--- src/rtl/kpc_pkg.sv ---
// Shared types and constants of the keypad press classifier.
`timescale 1ns / 1ps

package kpc_pkg;

  localparam int NUM_KEYS     = 6;
  localparam int PIN_W        = 5;
  localparam int LIMIT_W      = 8;
  localparam int PERIOD_W     = 7;
  localparam int REL_W        = 2;
  localparam int ADDR_W       = 5;
  localparam int DATA_W       = 32;
  localparam int IDX_W        = 3;

  localparam int FILTER_TICKS = 2;
  localparam int SHORT_TICKS  = 5;
  localparam logic [REL_W-1:0] REL_MAX = 2'd3;

  // Key lanes
  localparam int KEY_ON          = 0;
  localparam int KEY_C1          = 1;
  localparam int KEY_C2          = 2;
  localparam int KEY_ADVANCE     = 3;
  localparam int KEY_C1_C2       = 4;
  localparam int KEY_C1_ADVANCE  = 5;

  // Register reset values
  localparam logic [PIN_W-1:0]    MASK_ON_RST         = 5'd1;
  localparam logic [PIN_W-1:0]    MASK_C1_RST         = 5'd2;
  localparam logic [PIN_W-1:0]    MASK_C2_RST         = 5'd4;
  localparam logic [PIN_W-1:0]    MASK_ADVANCE_RST    = 5'd8;
  localparam logic [PIN_W-1:0]    MASK_C1_C2_RST      = 5'd6;
  localparam logic [PIN_W-1:0]    MASK_C1_ADVANCE_RST = 5'd10;
  localparam logic [LIMIT_W-1:0]  LONG_LIMIT_RST      = 8'd120;
  localparam logic [PERIOD_W-1:0] REPEAT_PERIOD_RST   = 7'd30;

  typedef enum logic [IDX_W-1:0] {
    REG_MASK_ON         = 3'd0,
    REG_MASK_C1         = 3'd1,
    REG_MASK_C2         = 3'd2,
    REG_MASK_ADVANCE    = 3'd3,
    REG_MASK_C1_C2      = 3'd4,
    REG_MASK_C1_ADVANCE = 3'd5,
    REG_LONG_LIMIT      = 3'd6,
    REG_REPEAT_PERIOD   = 3'd7
  } reg_idx_t;

  typedef struct packed {
    logic [LIMIT_W-1:0] long_limit;
    logic [LIMIT_W-1:0] reload;
  } timing_cfg_t;

  typedef struct packed {
    logic ev;
    logic lg;
    logic active;
  } lane_stat_t;

endpackage

--- src/rtl/kpc_if.sv ---
// Valid/ready channel interfaces for pin samples and classified events.
`timescale 1ns / 1ps

interface kpc_in_if import kpc_pkg::*; ();
  logic             valid;
  logic             ready;
  logic [PIN_W-1:0] raw_keys;

  modport source (output valid, output raw_keys, input ready);
  modport sink   (input valid, input raw_keys, output ready);
endinterface

interface kpc_out_if import kpc_pkg::*; ();
  logic                valid;
  logic                ready;
  logic [NUM_KEYS-1:0] event_mask;
  logic [NUM_KEYS-1:0] long_mask;

  modport source (output valid, output event_mask, output long_mask, input ready);
  modport sink   (input valid, input event_mask, input long_mask, output ready);
endinterface

--- src/rtl/kpc_regs.sv ---
// APB configuration registers: key pin masks and press timing.
`timescale 1ns / 1ps

module kpc_regs import kpc_pkg::*; (
  input  logic              clk,
  input  logic              rst_n,
  input  logic              cfg_psel,
  input  logic              cfg_penable,
  input  logic              cfg_pwrite,
  input  logic [ADDR_W-1:0] cfg_paddr,
  input  logic [DATA_W-1:0] cfg_pwdata,
  output logic [DATA_W-1:0] cfg_prdata,
  output logic              cfg_pready,
  output logic [PIN_W-1:0]  key_mask [NUM_KEYS],
  output timing_cfg_t       timing
);

  logic [PIN_W-1:0]    mask_r [NUM_KEYS];
  logic [LIMIT_W-1:0]  long_limit_r;
  logic [PERIOD_W-1:0] repeat_period_r;
  logic                wr_en;
  reg_idx_t            idx;
  logic [LIMIT_W-1:0]  period_ext;

  assign cfg_pready = 1'b1;
  assign wr_en      = cfg_psel & cfg_penable & cfg_pwrite;
  assign idx        = reg_idx_t'(cfg_paddr[ADDR_W-1:2]);

  always_ff @(posedge clk) begin
    if (!rst_n) begin
      mask_r[KEY_ON]         <= MASK_ON_RST;
      mask_r[KEY_C1]         <= MASK_C1_RST;
      mask_r[KEY_C2]         <= MASK_C2_RST;
      mask_r[KEY_ADVANCE]    <= MASK_ADVANCE_RST;
      mask_r[KEY_C1_C2]      <= MASK_C1_C2_RST;
      mask_r[KEY_C1_ADVANCE] <= MASK_C1_ADVANCE_RST;
      long_limit_r           <= LONG_LIMIT_RST;
      repeat_period_r        <= REPEAT_PERIOD_RST;
    end else if (wr_en) begin
      case (idx)
        REG_MASK_ON:         mask_r[KEY_ON]         <= cfg_pwdata[PIN_W-1:0];
        REG_MASK_C1:         mask_r[KEY_C1]         <= cfg_pwdata[PIN_W-1:0];
        REG_MASK_C2:         mask_r[KEY_C2]         <= cfg_pwdata[PIN_W-1:0];
        REG_MASK_ADVANCE:    mask_r[KEY_ADVANCE]    <= cfg_pwdata[PIN_W-1:0];
        REG_MASK_C1_C2:      mask_r[KEY_C1_C2]      <= cfg_pwdata[PIN_W-1:0];
        REG_MASK_C1_ADVANCE: mask_r[KEY_C1_ADVANCE] <= cfg_pwdata[PIN_W-1:0];
        REG_LONG_LIMIT:      long_limit_r           <= cfg_pwdata[LIMIT_W-1:0];
        REG_REPEAT_PERIOD:   repeat_period_r        <= cfg_pwdata[PERIOD_W-1:0];
        default: ;
      endcase
    end
  end

  always_comb begin
    case (idx)
      REG_MASK_ON:         cfg_prdata = DATA_W'(mask_r[KEY_ON]);
      REG_MASK_C1:         cfg_prdata = DATA_W'(mask_r[KEY_C1]);
      REG_MASK_C2:         cfg_prdata = DATA_W'(mask_r[KEY_C2]);
      REG_MASK_ADVANCE:    cfg_prdata = DATA_W'(mask_r[KEY_ADVANCE]);
      REG_MASK_C1_C2:      cfg_prdata = DATA_W'(mask_r[KEY_C1_C2]);
      REG_MASK_C1_ADVANCE: cfg_prdata = DATA_W'(mask_r[KEY_C1_ADVANCE]);
      REG_LONG_LIMIT:      cfg_prdata = DATA_W'(long_limit_r);
      REG_REPEAT_PERIOD:   cfg_prdata = DATA_W'(repeat_period_r);
      default:             cfg_prdata = '0;
    endcase
  end

  assign key_mask = mask_r;

  // Reload point after a long press, clamped at zero
  assign period_ext        = LIMIT_W'(repeat_period_r);
  assign timing.long_limit = long_limit_r;
  assign timing.reload     = (long_limit_r > period_ext) ? long_limit_r - period_ext : '0;

endmodule

--- src/rtl/kpc_lane.sv ---
// One key lane: press/release counters, long-press flag and event decision.
`timescale 1ns / 1ps

module kpc_lane import kpc_pkg::*; #(
  parameter int COUNT_BITS = 8
) (
  input  logic             clk,
  input  logic             rst_n,
  input  logic             step,
  input  logic [PIN_W-1:0] raw_keys,
  input  logic [PIN_W-1:0] mask,
  input  logic             combo_clr,
  input  timing_cfg_t      timing,
  output lane_stat_t       stat
);

  logic [COUNT_BITS-1:0] press_r, press_nxt;
  logic [REL_W-1:0]      rel_r, rel_nxt;
  logic                  long_r, long_nxt;

  logic                  pressed;
  logic [COUNT_BITS-1:0] cnt_inc, cnt_p, limit_ext, reload_ext;
  logic [REL_W-1:0]      rel_inc;
  logic                  ev, lg;

  assign pressed    = ((~raw_keys & mask) == mask);
  assign cnt_inc    = (&press_r) ? press_r : press_r + 1'b1;
  assign cnt_p      = combo_clr ? '0 : cnt_inc;
  assign limit_ext  = COUNT_BITS'(timing.long_limit);
  assign reload_ext = COUNT_BITS'(timing.reload);
  assign rel_inc    = (rel_r == REL_MAX) ? rel_r : rel_r + 1'b1;

  always_comb begin
    press_nxt = press_r;
    rel_nxt   = rel_r;
    long_nxt  = long_r;
    ev        = 1'b0;
    lg        = 1'b0;
    if (pressed) begin
      press_nxt = cnt_p;
      if (cnt_p > COUNT_BITS'(FILTER_TICKS)) begin
        rel_nxt = '0;
        if (cnt_p > limit_ext) begin
          // Long press: flag it and pull the counter back for auto-repeat
          long_nxt  = 1'b1;
          press_nxt = reload_ext;
          ev        = 1'b1;
          lg        = 1'b1;
        end
      end
    end else begin
      rel_nxt = rel_inc;
      if (rel_inc > REL_W'(FILTER_TICKS)) begin
        if (!long_r && press_r > COUNT_BITS'(SHORT_TICKS) && press_r < limit_ext) begin
          ev = 1'b1;
        end
        press_nxt = '0;
        long_nxt  = 1'b0;
      end
    end
  end

  always_ff @(posedge clk) begin
    if (!rst_n) begin
      press_r <= '0;
      rel_r   <= '0;
      long_r  <= 1'b0;
    end else if (step) begin
      press_r <= press_nxt;
      rel_r   <= rel_nxt;
      long_r  <= long_nxt;
    end
  end

  assign stat.ev     = step & ev;
  assign stat.lg     = step & lg;
  assign stat.active = (press_r != '0);

endmodule

--- src/rtl/kpc_merge.sv ---
// Merge of lane results into event masks, with output register and skid stage.
`timescale 1ns / 1ps

module kpc_merge import kpc_pkg::*; (
  input  logic       clk,
  input  logic       rst_n,
  input  logic       push,
  input  lane_stat_t stat [NUM_KEYS],
  output logic       push_ready,
  kpc_out_if.source  out_ch
);

  logic [NUM_KEYS-1:0] ev_in, lg_in;
  logic                pop;

  logic                out_vld_r, out_vld_nxt;
  logic                skid_vld_r, skid_vld_nxt;
  logic [NUM_KEYS-1:0] out_ev_r, out_ev_nxt, out_lg_r, out_lg_nxt;
  logic [NUM_KEYS-1:0] skid_ev_r, skid_ev_nxt, skid_lg_r, skid_lg_nxt;

  always_comb begin
    for (int k = 0; k < NUM_KEYS; k++) begin
      ev_in[k] = stat[k].ev;
      lg_in[k] = stat[k].lg;
    end
  end

  assign pop        = out_vld_r & out_ch.ready;
  assign push_ready = ~skid_vld_r;

  always_comb begin
    out_vld_nxt  = out_vld_r;
    skid_vld_nxt = skid_vld_r;
    out_ev_nxt   = out_ev_r;
    out_lg_nxt   = out_lg_r;
    skid_ev_nxt  = skid_ev_r;
    skid_lg_nxt  = skid_lg_r;
    if (!out_vld_r || pop) begin
      if (skid_vld_r) begin
        // Drain the skid beat; no push can arrive while it is full
        out_vld_nxt  = 1'b1;
        out_ev_nxt   = skid_ev_r;
        out_lg_nxt   = skid_lg_r;
        skid_vld_nxt = 1'b0;
      end else begin
        out_vld_nxt = push;
        out_ev_nxt  = ev_in;
        out_lg_nxt  = lg_in;
      end
    end else if (push) begin
      // Output stalled: hold the new beat in the skid stage
      skid_vld_nxt = 1'b1;
      skid_ev_nxt  = ev_in;
      skid_lg_nxt  = lg_in;
    end
  end

  always_ff @(posedge clk) begin
    if (!rst_n) begin
      out_vld_r  <= 1'b0;
      skid_vld_r <= 1'b0;
    end else begin
      out_vld_r  <= out_vld_nxt;
      skid_vld_r <= skid_vld_nxt;
    end
  end

  always_ff @(posedge clk) begin
    out_ev_r  <= out_ev_nxt;
    out_lg_r  <= out_lg_nxt;
    skid_ev_r <= skid_ev_nxt;
    skid_lg_r <= skid_lg_nxt;
  end

  assign out_ch.valid      = out_vld_r;
  assign out_ch.event_mask = out_ev_r;
  assign out_ch.long_mask  = out_lg_r;

endmodule

--- src/rtl/keypad_press_classifier.sv ---
// Top level of the keypad press classifier: registers, six key lanes, merge.
`timescale 1ns / 1ps
//
//  port group   dir   handshake          payload
//  in_ch        in    valid / ready      raw_keys (5 pins, active low)
//  out_ch       out   valid / ready      event_mask, long_mask (6 bits each)
//  cfg_*        in    APB psel/penable   8 registers at byte address 4*i
//
//  One pin sample per cycle while in_ch.ready is high: all six lanes update at the edge
//  that accepts the beat, and the merged masks load into the output register at that same
//  edge if it is empty or being read, so the result is valid on out_ch in the next cycle.
//  The output register plus one skid stage let in_ch accept while a result
//  waits; in_ch.ready drops only when both hold a beat.
//  rst_n is synchronous: counters, flags and valids clear, registers take
//  their default masks and timing.

module keypad_press_classifier import kpc_pkg::*; #(
  parameter int COUNT_BITS = 8
) (
  input  logic              clk,
  input  logic              rst_n,
  kpc_in_if.sink            in_ch,
  kpc_out_if.source         out_ch,
  input  logic              cfg_psel,
  input  logic              cfg_penable,
  input  logic              cfg_pwrite,
  input  logic [ADDR_W-1:0] cfg_paddr,
  input  logic [DATA_W-1:0] cfg_pwdata,
  output logic [DATA_W-1:0] cfg_prdata,
  output logic              cfg_pready
);

  logic [PIN_W-1:0]    key_mask [NUM_KEYS];
  timing_cfg_t         timing;
  lane_stat_t          stat [NUM_KEYS];
  logic [NUM_KEYS-1:0] combo_clr;
  logic                push_ready;
  logic                step;

  kpc_regs u_regs (
    .clk         (clk),
    .rst_n       (rst_n),
    .cfg_psel    (cfg_psel),
    .cfg_penable (cfg_penable),
    .cfg_pwrite  (cfg_pwrite),
    .cfg_paddr   (cfg_paddr),
    .cfg_pwdata  (cfg_pwdata),
    .cfg_prdata  (cfg_prdata),
    .cfg_pready  (cfg_pready),
    .key_mask    (key_mask),
    .timing      (timing)
  );

  assign in_ch.ready = push_ready;
  assign step        = in_ch.valid & push_ready;

  // Combination members drop their count while the combination counter is live
  always_comb begin
    combo_clr                 = '0;
    combo_clr[KEY_C1]         = stat[KEY_C1_C2].active | stat[KEY_C1_ADVANCE].active;
    combo_clr[KEY_C2]         = stat[KEY_C1_C2].active;
    combo_clr[KEY_ADVANCE]    = stat[KEY_C1_ADVANCE].active;
  end

  for (genvar k = 0; k < NUM_KEYS; k++) begin : g_lane
    kpc_lane #(
      .COUNT_BITS (COUNT_BITS)
    ) u_lane (
      .clk       (clk),
      .rst_n     (rst_n),
      .step      (step),
      .raw_keys  (in_ch.raw_keys),
      .mask      (key_mask[k]),
      .combo_clr (combo_clr[k]),
      .timing    (timing),
      .stat      (stat[k])
    );
  end

  kpc_merge u_merge (
    .clk        (clk),
    .rst_n      (rst_n),
    .push       (step),
    .stat       (stat),
    .push_ready (push_ready),
    .out_ch     (out_ch)
  );

  a_long_is_event: assert property (@(posedge clk) disable iff (!rst_n)
    out_ch.valid |-> ((out_ch.long_mask & ~out_ch.event_mask) == '0))
    else $error("long bit set without event bit");

  a_stall_only_when_full: assert property (@(posedge clk) disable iff (!rst_n)
    !in_ch.ready |-> out_ch.valid)
    else $error("input stalled while output register empty");

  a_reset_clears_valid: assert property (@(posedge clk)
    !rst_n |=> !out_ch.valid)
    else $error("output valid after reset");

  a_combo_clears_member: assert property (@(posedge clk) disable iff (!rst_n)
    step && stat[KEY_C1_C2].active && ((~in_ch.raw_keys & key_mask[KEY_C2]) == key_mask[KEY_C2])
    |-> !stat[KEY_C2].ev)
    else $error("C2 reported an event while its combination was active");

endmodule
--- src/flat_wrapper.sv ---
// flat-port wrapper written by rule: the top's interface ports become plain ports
module keypad_press_classifier_flat import kpc_pkg::*;
#(
  parameter int COUNT_BITS = 8
)
  (clk, rst_n, cfg_psel, cfg_penable, cfg_pwrite, cfg_paddr, cfg_pwdata, cfg_prdata, cfg_pready, in_ch_valid, in_ch_raw_keys, in_ch_ready, out_ch_valid, out_ch_event_mask, out_ch_long_mask, out_ch_ready);
  kpc_in_if in_ch_i ();
  kpc_out_if out_ch_i ();
  input  logic clk;
  input  logic rst_n;
  input  logic cfg_psel;
  input  logic cfg_penable;
  input  logic cfg_pwrite;
  input  logic [ADDR_W-1:0] cfg_paddr;
  input  logic [DATA_W-1:0] cfg_pwdata;
  output logic [DATA_W-1:0] cfg_prdata;
  output logic cfg_pready;
  input wire logic [$bits(in_ch_i.valid)-1:0] in_ch_valid;
  input wire logic [$bits(in_ch_i.raw_keys)-1:0] in_ch_raw_keys;
  output wire logic [$bits(in_ch_i.ready)-1:0] in_ch_ready;
  output wire logic [$bits(out_ch_i.valid)-1:0] out_ch_valid;
  output wire logic [$bits(out_ch_i.event_mask)-1:0] out_ch_event_mask;
  output wire logic [$bits(out_ch_i.long_mask)-1:0] out_ch_long_mask;
  input wire logic [$bits(out_ch_i.ready)-1:0] out_ch_ready;
  assign in_ch_i.valid = in_ch_valid;
  assign in_ch_i.raw_keys = in_ch_raw_keys;
  assign in_ch_ready = in_ch_i.ready;
  assign out_ch_valid = out_ch_i.valid;
  assign out_ch_event_mask = out_ch_i.event_mask;
  assign out_ch_long_mask = out_ch_i.long_mask;
  assign out_ch_i.ready = out_ch_ready;
  keypad_press_classifier #(.COUNT_BITS(COUNT_BITS)) u_core (.clk(clk), .rst_n(rst_n), .in_ch(in_ch_i), .out_ch(out_ch_i), .cfg_psel(cfg_psel), .cfg_penable(cfg_penable), .cfg_pwrite(cfg_pwrite), .cfg_paddr(cfg_paddr), .cfg_pwdata(cfg_pwdata), .cfg_prdata(cfg_prdata), .cfg_pready(cfg_pready));
endmodule
--- config.mk ---
export PLATFORM = sky130hd
export DESIGN_NAME = keypad_press_classifier_flat
export DESIGN_NICKNAME = d
export VERILOG_FILES = /design/src/rtl/kpc_pkg.sv /design/src/rtl/kpc_if.sv /design/src/rtl/kpc_regs.sv /design/src/rtl/kpc_lane.sv /design/src/rtl/kpc_merge.sv /design/src/rtl/keypad_press_classifier.sv /design/src/flat_wrapper.sv
export SDC_FILE = /design/constraint.sdc
export NUM_CORES = 1
export LEC_CHECK = 0
export BUFFER_PORTS_ARGS = -buffer_cell sky130_fd_sc_hd__buf_2
export CAP_MARGIN = 20
export CORE_UTILIZATION = 35
export DETAILED_ROUTE_END_ITERATION = 8
export PLACE_DENSITY = 0.64
export SYNTH_ARGS = -nofsm -noshare
export SYNTH_HDL_FRONTEND = slang
export SYNTH_SLANG_ARGS = --single-unit
--- constraint.sdc ---
create_clock -name clk -period 4.9 [get_ports clk]
set_input_delay 0.735 -clock clk [delete_from_list [all_inputs] [get_ports clk]]
set_output_delay 0.735 -clock clk [all_outputs]
set_load 0.01 [all_outputs]
==> impl_results.md, run 1 <==
* Setup ws final at 0.5733 ns
* Hold Crit Class: register to register
* Pre-antenna DRT Iters at 9
* P&R area growth vs syn at 9.232%
* Number of max-cap violations at 0
* # diodes at 0
* Clock latency on the worst-skew pair at roughly 0.45 ns
* Routed vias/inst at between 5 and 6
* Via count at 10358
* # rows at 64
* Post-Syn Area at 11070 um^2
* Final hold vios at 0
* Flops & latches, synth at between 100 and 150
* Initial detailed-routing violation count at 862
* Antenna-violating nets left at 0
* Core ar. at 30830 um^2
* Crit path capture type: register
* Clock slew at reported path FFs at roughly 0.070 ns
* Number of synthesized flops with an enable pin at 24
* CTS HTree Levels at 4
* DP Wirelength at 23340 um
* Post-synth top area share at 0.2043
* Critical path buffers and inverters at 1
* RSZ-0062 raised after global routing: no
* Largest net degree at the start of global routing at between 40 and 50
* Finished Core Util at 0.3923
* Logic pwr share at 0.127
* Layout Skew at ~0.013 ns
* Clk root buf: clkbuf_16
* Startpoint types: register
* Pre-CTS setup slack at 0.6558 ns
* Net Sw Power at 783.5 uW
* Initial antenna violation count at 0
* YS warnings at 0
* Max layer used: met4
* GR Overflow Total at 0
* Initial Utilization at 0.3592
* Port-buffer cells at 44
* Met1 WL at about 16000 um
* Wirelength, routed at between 30000 and 40000 um
* Final Cycle Share at 0.8830
* P per Cell Area at 230.4 nW/um^2
* Register area share after synthesis at 0.2694
* CTS resizes at 0
* Crit path DAT at 4.66 ns
* Clock power share at 0.443
* Headroom to the max-slew limit at 0.3367
* Drt drc at 5
* CTS tree: built
* Met3 Routed Length at 2170 um
* Cell mode on critical path: ha_1
* Crit path max-delay family: simple AND/OR/NAND/NOR gates
* Most frequent cells in the layout: nor2_1, nand2_1, ha_1, dfxtp_1, a21oi_1
* Dominant cell type by area after synthesis: dfxtp_1
* Die height at 179.9 um
* Post-Syn Instances at 1358
* Wire length on met2 at approximately 15000 um
* Sink Count at between 100 and 150
* Post-CTS Setup Bufs at 0
* CTS buffer count at 17
* Commonest register cell after synthesis: dfxtp_1
* Min Hold Slack at 0.4862 ns
* First-pass GRT wire length at 52230 um
* Post-Layout Inst Area at approximately 12000 um^2
* Max Fclk at 0.2311 GHz
* Per-cell routed wire length at 18.62 um
* CP max-delay cell: or4_1
* Nets at between 1500 and 2000
* Min Clock Period, post-route at 4.327 ns
* Die W at 179.9 um
* Peak supply drop at 0.2295 mV
* Share of cells above drive strength 1 at 0.09790
* Critical path's largest stage delay at 0.64 ns
* Sum Neg Setup Slack at 0 ns
* I/O pin count at 96
* Commonest non-fill, non-tap cell in the layout: nor2_1
* Critical path fanouts, max at 8
* GPL Wtd Cong at about 0.9
* Reg power frac at 0.430
* Cell Int Power at ~2000 uW
* Overall global routing resource usage at 0.2029
* Worst endpoint required time at 5.23 ns
* Die ar. at between 30000 and 40000 um^2
* Fin. max-slew vios at 0
* Top post-synthesis cells by area: dfxtp_1, ha_1, edfxtp_1
* Switching share of total power at 0.2811
* Synth cell types at 99
* Dpl cell area at around 12000 um^2
* Worst Tran Pin Value at 0.9913 ns
* Syn avg cell area at 8.154 um^2
* Vias in the first global route at 9671
* Status: finished with violations
* WS Path Type: register to register
* FFs w/ async S/R, synth at 0
* Failing checks: DRC
* Leak at 0.005264 uW
* Setup violators final at 0
* Cell breakdown of the critical path: inv_1, ha_1, or4b_1, or4_1, nor2_1, o21ai_0, ha_1, and2_1, o21bai_1, a2111oi_4, o21a_4, o21ai_4, mux2_4, a32o_2
* Hold-fix buffers, CTS at 0
* Clock tree buffer depth at 2
-- registers in the layout, summed over array words and instances, names as in the netlist --
| name | flops |
|---|---|
| u_core.u_merge.out_ch.long_mask | 6 |
| u_core.g_lane.u_lane.rel_r | 12 |
| u_core.u_merge.out_ch.event_mask | 6 |
| u_core.u_regs.key_mask | 30 |
| u_core.u_regs.repeat_period_r | 7 |
| u_core.u_merge.skid_lg_r | 6 |
| u_core.g_lane.u_lane.long_r | 6 |
| u_core.g_lane.u_lane.press_r | 48 |
| u_core.u_regs.long_limit_r | 8 |
| u_core.u_merge.skid_ev_r | 6 |
| u_core.u_merge.skid_vld_r | 1 |
| u_core.u_merge.out_ch.valid | 1 |
-- worst reg2reg max path, cell delays in order, from the launching register on --
cell	delay [ns]
dfxtp_1	0.39
inv_1	0.13
ha_1	0.16
or4b_1	0.48
or4_1	0.64
nor2_1	0.29
o21ai_0	0.17
ha_1	0.29
and2_1	0.17
o21bai_1	0.21
a2111oi_4	0.38
o21a_4	0.23
o21ai_4	0.08
mux2_4	0.31
a32o_2	0.26
-- metal layers --
metal	global-route usage	vias up
li1	-	4978
met1	0.2795	4926
met2	0.3146	398
met3	0.03647	56
met4	0.07483	0
met5	0	-
-- power by group through the flow --
stage,registers [uW],logic (uW),clock network [uW]
final,1200,354,1230
after floorplan,1220,251,0
after detailed placement,1220,346,0
after CTS,1200,348,1240
after global placement,1220,342,0
after global routing,1200,387,1290
-- through the flow --
stage               cells  total power, uW
global route         1775             2880
global placement     1742             1563
floorplan            1381             1470
finish               1775             2787
detailed placement   1742             1569
CTS                  1774             2790
-- synthesized netlist by cell type, drive strengths merged (5+ instances only) --
cell type  instances
a2111oi            5
a211oi            15
a21o              40
a21oi             80
a221oi             6
a222oi             5
a22oi             12
a31oi             12
and2              16
and3              28
and4               6
buf               36
clkbuf            60
dfxtp            113
edfxtp            24
ha               113
inv               55
mux2              11
mux2i             68
nand2            121
nand2b            17
nand3             55
nand4             18
nor2             139
nor2b             11
nor3              26
nor3b              8
nor4               8
o211ai            21
o21a              14
o21ai             78
o22ai              6
o311ai             5
o31ai              9
or2               12
or3               11
xnor2             10
xor2               5
-- final timing paths --
| kind | startpoint | slack, ns | end | cells after the start |
|---|---|---|---|---|
| worst max-delay path | u_core.g_lane[4].u_lane.press_r[0]$_SDFFE_PN0P_ | 0.57 | u_core.g_lane[1].u_lane.press_r[1]$_SDFFE_PN0P_ | 14 |
| worst min-delay path | u_core.g_lane[5].u_lane.long_r$_SDFFE_PN0P_ | 0.49 | u_core.g_lane[5].u_lane.long_r$_SDFFE_PN0P_ | 2 |
| worst max register to register | u_core.g_lane[4].u_lane.press_r[0]$_SDFFE_PN0P_ | 0.57 | u_core.g_lane[1].u_lane.press_r[1]$_SDFFE_PN0P_ | 14 |
| worst min register to register | u_core.g_lane[5].u_lane.long_r$_SDFFE_PN0P_ | 0.49 | u_core.g_lane[5].u_lane.long_r$_SDFFE_PN0P_ | 2 |
-- area by class of cell --
type	instances	area, um^2
fillers	3110	18730
multi-input cells	1092	7503
flip-flops and latches	137	2983
clock buffers	25	506.7
well taps	396	495.5
repair buffers	62	355.3
inverters	56	210.2
clock inverters	7	41.29
-- cell families (layout without fill, tap and decap cells) --
kind of cell | Yosys count | count (layout) | share of synthesized area
simple gates | 489 | 489 | 0.2164
compound gates | 368 | 368 | 0.2336
buf+inv | 152 | 150 | 0.06158
flops | 137 | 137 | 0.2694
fa+ha+maj | 114 | 114 | 0.1295
mux | 81 | 81 | 0.07706
xor+xnor | 15 | 15 | 0.01186
other cells | 2 | 25 | 0.0006782
(Power assumes the default switching activity.)
==> run 2: changes to the inputs <==
CORE_UTILIZATION = 45   (was 35)
PLACE_DENSITY = 0.75   (was 0.64)
==> run 2 against run 1 <==
  * The run now ends clean
  * Fmax is 1.7% lower
  * Sequential power barely moved
  * Highest routed layer is now met5
  * Worst setup slack got worse by 0.075 ns
  * Largest power group unchanged
  * Count of clock-buffer cells in the layout decreased by 7
  * Non-clock buffer count shrank 4
  * Sequential share of layout area rose by 0.17 points
  * Global-route usage is 4.9 points higher
  * Critical endpoint unchanged
==> impl_results.md, run 2 (synthesis gave the netlist of run 1 again) <==
* Min Hold Slack at 0.4881 ns (+0.001849 ns)
* Initial Utilization at 0.4567 (+0.09748)
* Fill count at 2270 (-27%)
* Max reg flops at 48 (unchanged)
* WS Path Type: register to register
* CTS HTree Levels at 4 (unchanged)
* Peak supply drop at 0.2238 mV (-2.5%)
* Overall global routing resource usage at 0.2515 (+0.04860)
* P&R area growth vs syn at 8.486%
* Final hold vios at 0 (unchanged)
* Sink Count at 137 (unchanged)
* Final Power at 2831 uW (+1.6%)
* Share of cells above drive strength 1 at 0.09891 (+0.001012)
* Crit path capture type: register
* Vias in the first global route at 9686 (+0.16%)
* Largest net degree at the start of global routing at 46 (unchanged)
* Leak at 0.005257 uW (-0.13%)
* Pre-antenna DRT Iters at 8 (-1)
* Die W at 158.9 um (-12%)
* Worst endpoint required time at 5.23 ns (about the same)
* Clock latency on the worst-skew pair at 0.44 ns (about the same)
* DP Wirelength at 22380 um (-4.1%)
* Die height at 158.9 um (-12%)
* I/O pin count at 96 (unchanged)
* Startpoint types: register
* Placed Instances at 1666 (-4.4%)
* Drt drc at 0 (-5)
* Most flop-heavy register: u_core.g_lane.u_lane.press_r
* Sum Neg Setup Slack at 0 ns (unchanged)
* Via count at 10484 (+1.2%)
* Min Clock Period, post-route at 4.402 ns (+0.07508 ns)
* CTS resizes at 0 (unchanged)
* Final Cycle Share at 0.8983 (+0.01532)
* Die ar. at 25240 um^2 (-22%)
* # diodes at 0 (unchanged)
* Core ar. at 24250 um^2 (-21%)
* P per Cell Area at 235.6 nW/um^2 (+2.3%)
* Hold Crit Class: register to register
* Number of max-cap violations at 0 (unchanged)
* Worst Tran Pin Value at 0.9817 ns (-0.009624 ns)
* Per-cell routed wire length at 18.62 um (about the same)
* Layout Skew at 0.01185 ns (-0.0007687 ns)
* CTS tree: built
* Finished Core Util at 0.4954 (+0.1031)
* Initial detailed-routing violation count at 1158 (+34%)
* Max Fclk at 0.2272 GHz (-1.7%)
* # rows at 57 (-11%)
* Fin. max-slew vios at 0 (unchanged)
* Port-buffer cells at 44 (unchanged)
* Crit path DAT at 4.73 ns (+0.07 ns)
* CTS buffer count at 17 (unchanged)
* Headroom to the max-slew limit at 0.3420 (+0.005292)
* Post-CTS Setup Bufs at 0 (unchanged)
* GR Overflow Total at 0 (unchanged)
* Status: completed
* GPL Wtd Cong at 0.9409 (+4.6%)
* Clock tree buffer depth at 2 (unchanged)
* Wirelength, routed at 31630 um (-4.3%)
* Final Non-Filler Cells at 1699 (-4.3%)
* Commonest non-fill, non-tap cell in the layout: nor2_1
* Nets at 1525 (-0.26%)
* First-pass GRT wire length at 50890 um (-2.6%)
* Clk root buf: clkbuf_16
* Routed vias/inst at 6.171 (+5.7%)
* Initial antenna violation count at 0 (unchanged)
* Reg2reg setup slack at 0.50 ns (-0.08 ns)
* Critical path fanouts, max at 12 (+4)
* Clock slew at reported path FFs at 0.07 ns (about the same)
* Antenna-violating nets left at 0 (unchanged)
* RSZ-0062 raised after global routing: no
* Hold-fix buffers, CTS at 0 (unchanged)
* Setup violators final at 0 (unchanged)
* Most frequent cells in the layout: nor2_1, nand2_1, ha_1, dfxtp_1, a21oi_1
==> run 2: changes by cell type in the layout (fill, tap and decap cells not counted), sizes merged <==
cell      previous run  this run
clkinv               7         5
clkinvlp             1         2
buf                 62        58
inv                 55        63
clkbuf              25        18
==> run 2: final cells by class <==
| cell class | instances | area (um^2) | area share |
|---|---|---|---|
| flip-flops and latches | 137 | 2983 | 0.2483 |
| clock inverters | 14 | 130.1 | 0.01083 |
| repair buffers | 58 | 325.3 | 0.02708 |
| clock buffers | 18 | 450.4 | 0.03750 |
| well taps | 324 | 405.4 | 0.03375 |
| inverters | 56 | 210.2 | 0.01750 |
| multi-input cells | 1092 | 7508 | 0.6250 |
==> run 2: through the flow <==
step                setup slack [ns]  instance area (um^2)
finish                        0.4982                 12010
global route                  0.3045                 12010
CTS                           0.5488                 12010
detailed placement            0.5743                 11420
global placement              0.6245                 11420
floorplan                     0.9689                 11160
==> run 2: layer usage <==
| layer | share of wire | wire (um) | GRT usage | vias up |
|---|---|---|---|---|
| met5 | 0.0011 | 34 | 0.009881 | - |
| met3 | 0.089 | 2809 | 0.05486 | 117 |
| li1 | - | - | - | 4982 |
| met1 | 0.43 | 13550 | 0.3316 | 4900 |
| met4 | 0.045 | 1419 | 0.1211 | 2 |
| met2 | 0.44 | 13820 | 0.3876 | 483 |
==> run 2: final timing paths <==
path / start / endpoint / depth (start not counted)
setup reg to reg: u_core.g_lane[4].u_lane.press_r[0]$_SDFFE_PN0P_ / u_core.g_lane[1].u_lane.press_r[1]$_SDFFE_PN0P_ / 14
setup / recovery: u_core.g_lane[4].u_lane.press_r[0]$_SDFFE_PN0P_ / u_core.g_lane[1].u_lane.press_r[1]$_SDFFE_PN0P_ / 14
hold reg to reg: u_core.g_lane[5].u_lane.long_r$_SDFFE_PN0P_ / u_core.g_lane[5].u_lane.long_r$_SDFFE_PN0P_ / 2
hold / removal: u_core.g_lane[5].u_lane.long_r$_SDFFE_PN0P_ / u_core.g_lane[5].u_lane.long_r$_SDFFE_PN0P_ / 2
==> run 2: where the power goes <==
group | internal, uW | switching, uW
Sequential | 1170 | 28.3
Clock | 699 | 580
Combinational | 118 | 235
==> run 2: critical path, stage by stage, from the launching register on <==
cell and delay, ns:
dfxtp_1 0.39, inv_1 0.13, ha_1 0.17, or4b_1 0.48, or4_1 0.75, nor2_1 0.29, o21ai_0 0.15, ha_1 0.29
and2_1 0.17, o21bai_1 0.21, a2111oi_4 0.39, o21a_4 0.22, o21ai_4 0.08, mux2_4 0.31, a32o_2 0.26
==> run 3: changes to the inputs <==
SYNTH_HIERARCHICAL = 1   (was default)
==> run 3 against run 2 <==
  * The flow now finishes with violations (DRC)
  * Sequential power about the same
  * Clock power about the same
  * Power decreased by 1.6%
  * First-iteration DRC count decreased by 9.8%
  * Synthesized cell count increased by 8.0%
  * Clock skew increased by 0.0023 ns
  * Non-clock buffer count increased by 1
  * Cell count increased by 6.3%
  * Wire length increased by 1.0%
==> impl_results.md, run 3 <==
* Reg2reg setup slack at 0.56 ns (+0.06 ns)
* WS Path Type: register to register
* Initial Utilization at 0.4627 (+0.006051)
* Worst endpoint required time at 5.09 ns (-0.14 ns)
* Post-Syn Area at 12190 um^2 (+10%)
* Critical path's largest stage delay at 0.48 ns (-0.27 ns)
* Crit path DAT at 4.53 ns (-0.20 ns)
* R2R Path End: u_core/u_merge/out_ch.event_mask[1]$_DFFE_PP_
* Port-buffer cells at 44 (unchanged)
* Failing checks: DRC
* Startpoint types: register
* Crit path capture type: register
* Cell breakdown of the critical path: nor2_1, nor4b_1, nand3b_1, or2_1, inv_1, o21ai_0, a31oi_1, ha_1, a21o_1, a21oi_1, o21ai_0, o41a_1, o21a_1, o32a_1, mux2_2
* Largest net degree at the start of global routing at 56 (+22%)
* P per Cell Area at 216.0 nW/um^2 (-8.4%)
* GPL Wtd Cong at 0.9130 (-3.0%)
* Syn avg cell area at 8.318 um^2 (+2.0%)
* Post-Layout Inst Area at 12900 um^2 (+7.4%)
* Sum Neg Setup Slack at 0 ns (unchanged)
* Pre-antenna DRT Iters at 9 (+1)
* Clock latency on the worst-skew pair at 0.44 ns (about the same)
* GR Overflow Total at 0 (unchanged)
* I/O pin count at 96 (unchanged)
* Via count at 11064 (+5.5%)
* First-pass GRT wire length at 51180 um (+0.56%)
* Die ar. at 27760 um^2 (+10%)
* YS warnings at 6 (+6)
* Share of cells above drive strength 1 at 0.1394 (+0.04045)
* Layout Skew at 0.01412 ns (+0.002271 ns)
* CTS resizes at 0 (unchanged)
* R2r worst-path depth at 15 (+1)
* Antenna-violating nets left at 0 (unchanged)
* Status: finished with violations
* Post-Syn Instances at 1466 (+8.0%)
* Most flop-heavy register: u_core/g_lane.u_lane/press_r
* Core ar. at 26350 um^2 (+8.7%)
* Drt drc at 4 (+4)
* RSZ-0062 raised after global routing: no
* Critical path fanouts, max at 10 (-2)
* Overall global routing resource usage at 0.2266 (-0.02498)
* Peak supply drop at 0.1826 mV (-18%)
* Initial detailed-routing violation count at 1044 (-9.8%)
* Final hold vios at 0 (unchanged)
* Wirelength, routed at 31960 um (+1.0%)
* Max reg flops at 48 (unchanged)
* Leak at 0.005707 uW (+8.6%)
* CTS tree: built
* Per-cell routed wire length at 17.69 um (-5.0%)
* Nets at 1623 (+6.4%)
* Worst setup path end: u_core/u_merge/out_ch.event_mask[1]$_DFFE_PP_
* Clock slew at reported path FFs at 0.07 ns (about the same)
* Fin. max-slew vios at 0 (unchanged)
* Dpl cell area at 12320 um^2 (+7.9%)
* Final Cycle Share at 0.8854 (-0.01294)
* Crit Reg-Reg Startpoint: u_core/g_lane[4].u_lane/press_r[5]$_SDFFE_PN0P_
* P&R area growth vs syn at 5.767%
* Routed vias/inst at 6.126 (-0.72%)
* # diodes at 0 (unchanged)
* Cell mode on critical path: o21ai_0
* Vias in the first global route at 10038 (+3.6%)
* Clock tree buffer depth at 2 (unchanged)
* Sink Count at 137 (unchanged)
* DP Wirelength at 23200 um (+3.7%)
* # rows at 59 (+3.5%)
* Commonest non-fill, non-tap cell in the layout: nand2_1
* Post-CTS Setup Bufs at 0 (unchanged)
* Setup violators final at 0 (unchanged)
* Origin of the worst setup path: u_core/g_lane[4].u_lane/press_r[5]$_SDFFE_PN0P_
* Hold-fix buffers, CTS at 0 (unchanged)
* CP max-delay cell: or2_1
* Die W at 166.6 um (+4.9%)
* CTS HTree Levels at 4 (unchanged)
* Headroom to the max-slew limit at 0.3441 (+0.002138)
* Die height at 166.6 um (+4.9%)
* Number of max-cap violations at 0 (unchanged)
* Hold Crit Class: register to register
* Worst Tran Pin Value at 0.9802 ns (-0.001480 ns)
* Clk root buf: clkbuf_16
* Initial antenna violation count at 0 (unchanged)
* CTS buffer count at 17 (unchanged)
* Most frequent cells in the layout: nand2_1, ha_1, dfxtp_1, inv_1, nor2_1
* Min Clock Period, post-route at 4.338 ns (-0.06339 ns)
* Max Fclk at 0.2305 GHz (+1.5%)
==> run 3: area by class of cell <==
class / count / area, um^2
clock buffers: 17 / 425.4
clock inverters: 15 / 142.6
fillers: 2419 / 13460
inverters: 93 / 349.1
multi-input cells: 1150 / 8248
flip-flops and latches: 137 / 2983
well taps: 335 / 419.2
repair buffers: 59 / 330.3
==> run 3: worst min path at each step <==
stage                     cells after the start                                     endpoint  slack [ns]                                   startpoint
final                                         2  u_core/g_lane[0].u_lane/long_r$_SDFFE_PN0P_        0.48  u_core/g_lane[0].u_lane/long_r$_SDFFE_PN0P_
after global routing                          2  u_core/g_lane[2].u_lane/long_r$_SDFFE_PN0P_        0.52  u_core/g_lane[2].u_lane/long_r$_SDFFE_PN0P_
after CTS                                     2  u_core/g_lane[0].u_lane/long_r$_SDFFE_PN0P_        0.48  u_core/g_lane[0].u_lane/long_r$_SDFFE_PN0P_
after detailed placement                      2  u_core/g_lane[5].u_lane/long_r$_SDFFE_PN0P_        0.47  u_core/g_lane[5].u_lane/long_r$_SDFFE_PN0P_
after global placement                        2  u_core/g_lane[0].u_lane/long_r$_SDFFE_PN0P_        0.46  u_core/g_lane[0].u_lane/long_r$_SDFFE_PN0P_
after floorplan                               2  u_core/g_lane[0].u_lane/long_r$_SDFFE_PN0P_        0.45  u_core/g_lane[0].u_lane/long_r$_SDFFE_PN0P_
==> run 3: metrics by stage <==
stage               power (uW)  std cells  worst slack, ns  hold WS, ns    util
finish                    2785       1806           0.5616       0.4799  0.4894
global placement          1539       1773           0.7133       0.4591  0.4676
global route              2890       1806           0.3442       0.5159  0.4894
CTS                       2803       1805           0.5869       0.4808  0.4892
floorplan                 1471       1505           0.8935       0.4493       -
detailed placement        1548       1773           0.6093       0.4665  0.4676
==> run 3: routing by layer <==
layer  global-route usage  share of wire
met1               0.3070           0.45
met2               0.3584           0.45
met3              0.04278          0.071
met4              0.07971          0.029
met5                    0              0
==> run 3: worst max-delay path: cells and delay by family (launching register included) <==
family | cells | cell delay, ns
buf+inv | 1 | 0.18
fa+ha+maj | 1 | 0.29
compound gates | 8 | 1.45
flops | 1 | 0.41
simple gates | 4 | 1.50
mux | 1 | 0.26
==> run 3: power by group <==
group | switching (uW) | leakage [uW] | total [uW] | internal, uW
combinational | 209 | 0.00426 | 331 | 122
sequential | 29.2 | 0.00117 | 1200 | 1170
clock | 578 | 0.000280 | 1250 | 676
total | 816 | 0.00571 | 2790 | 1970
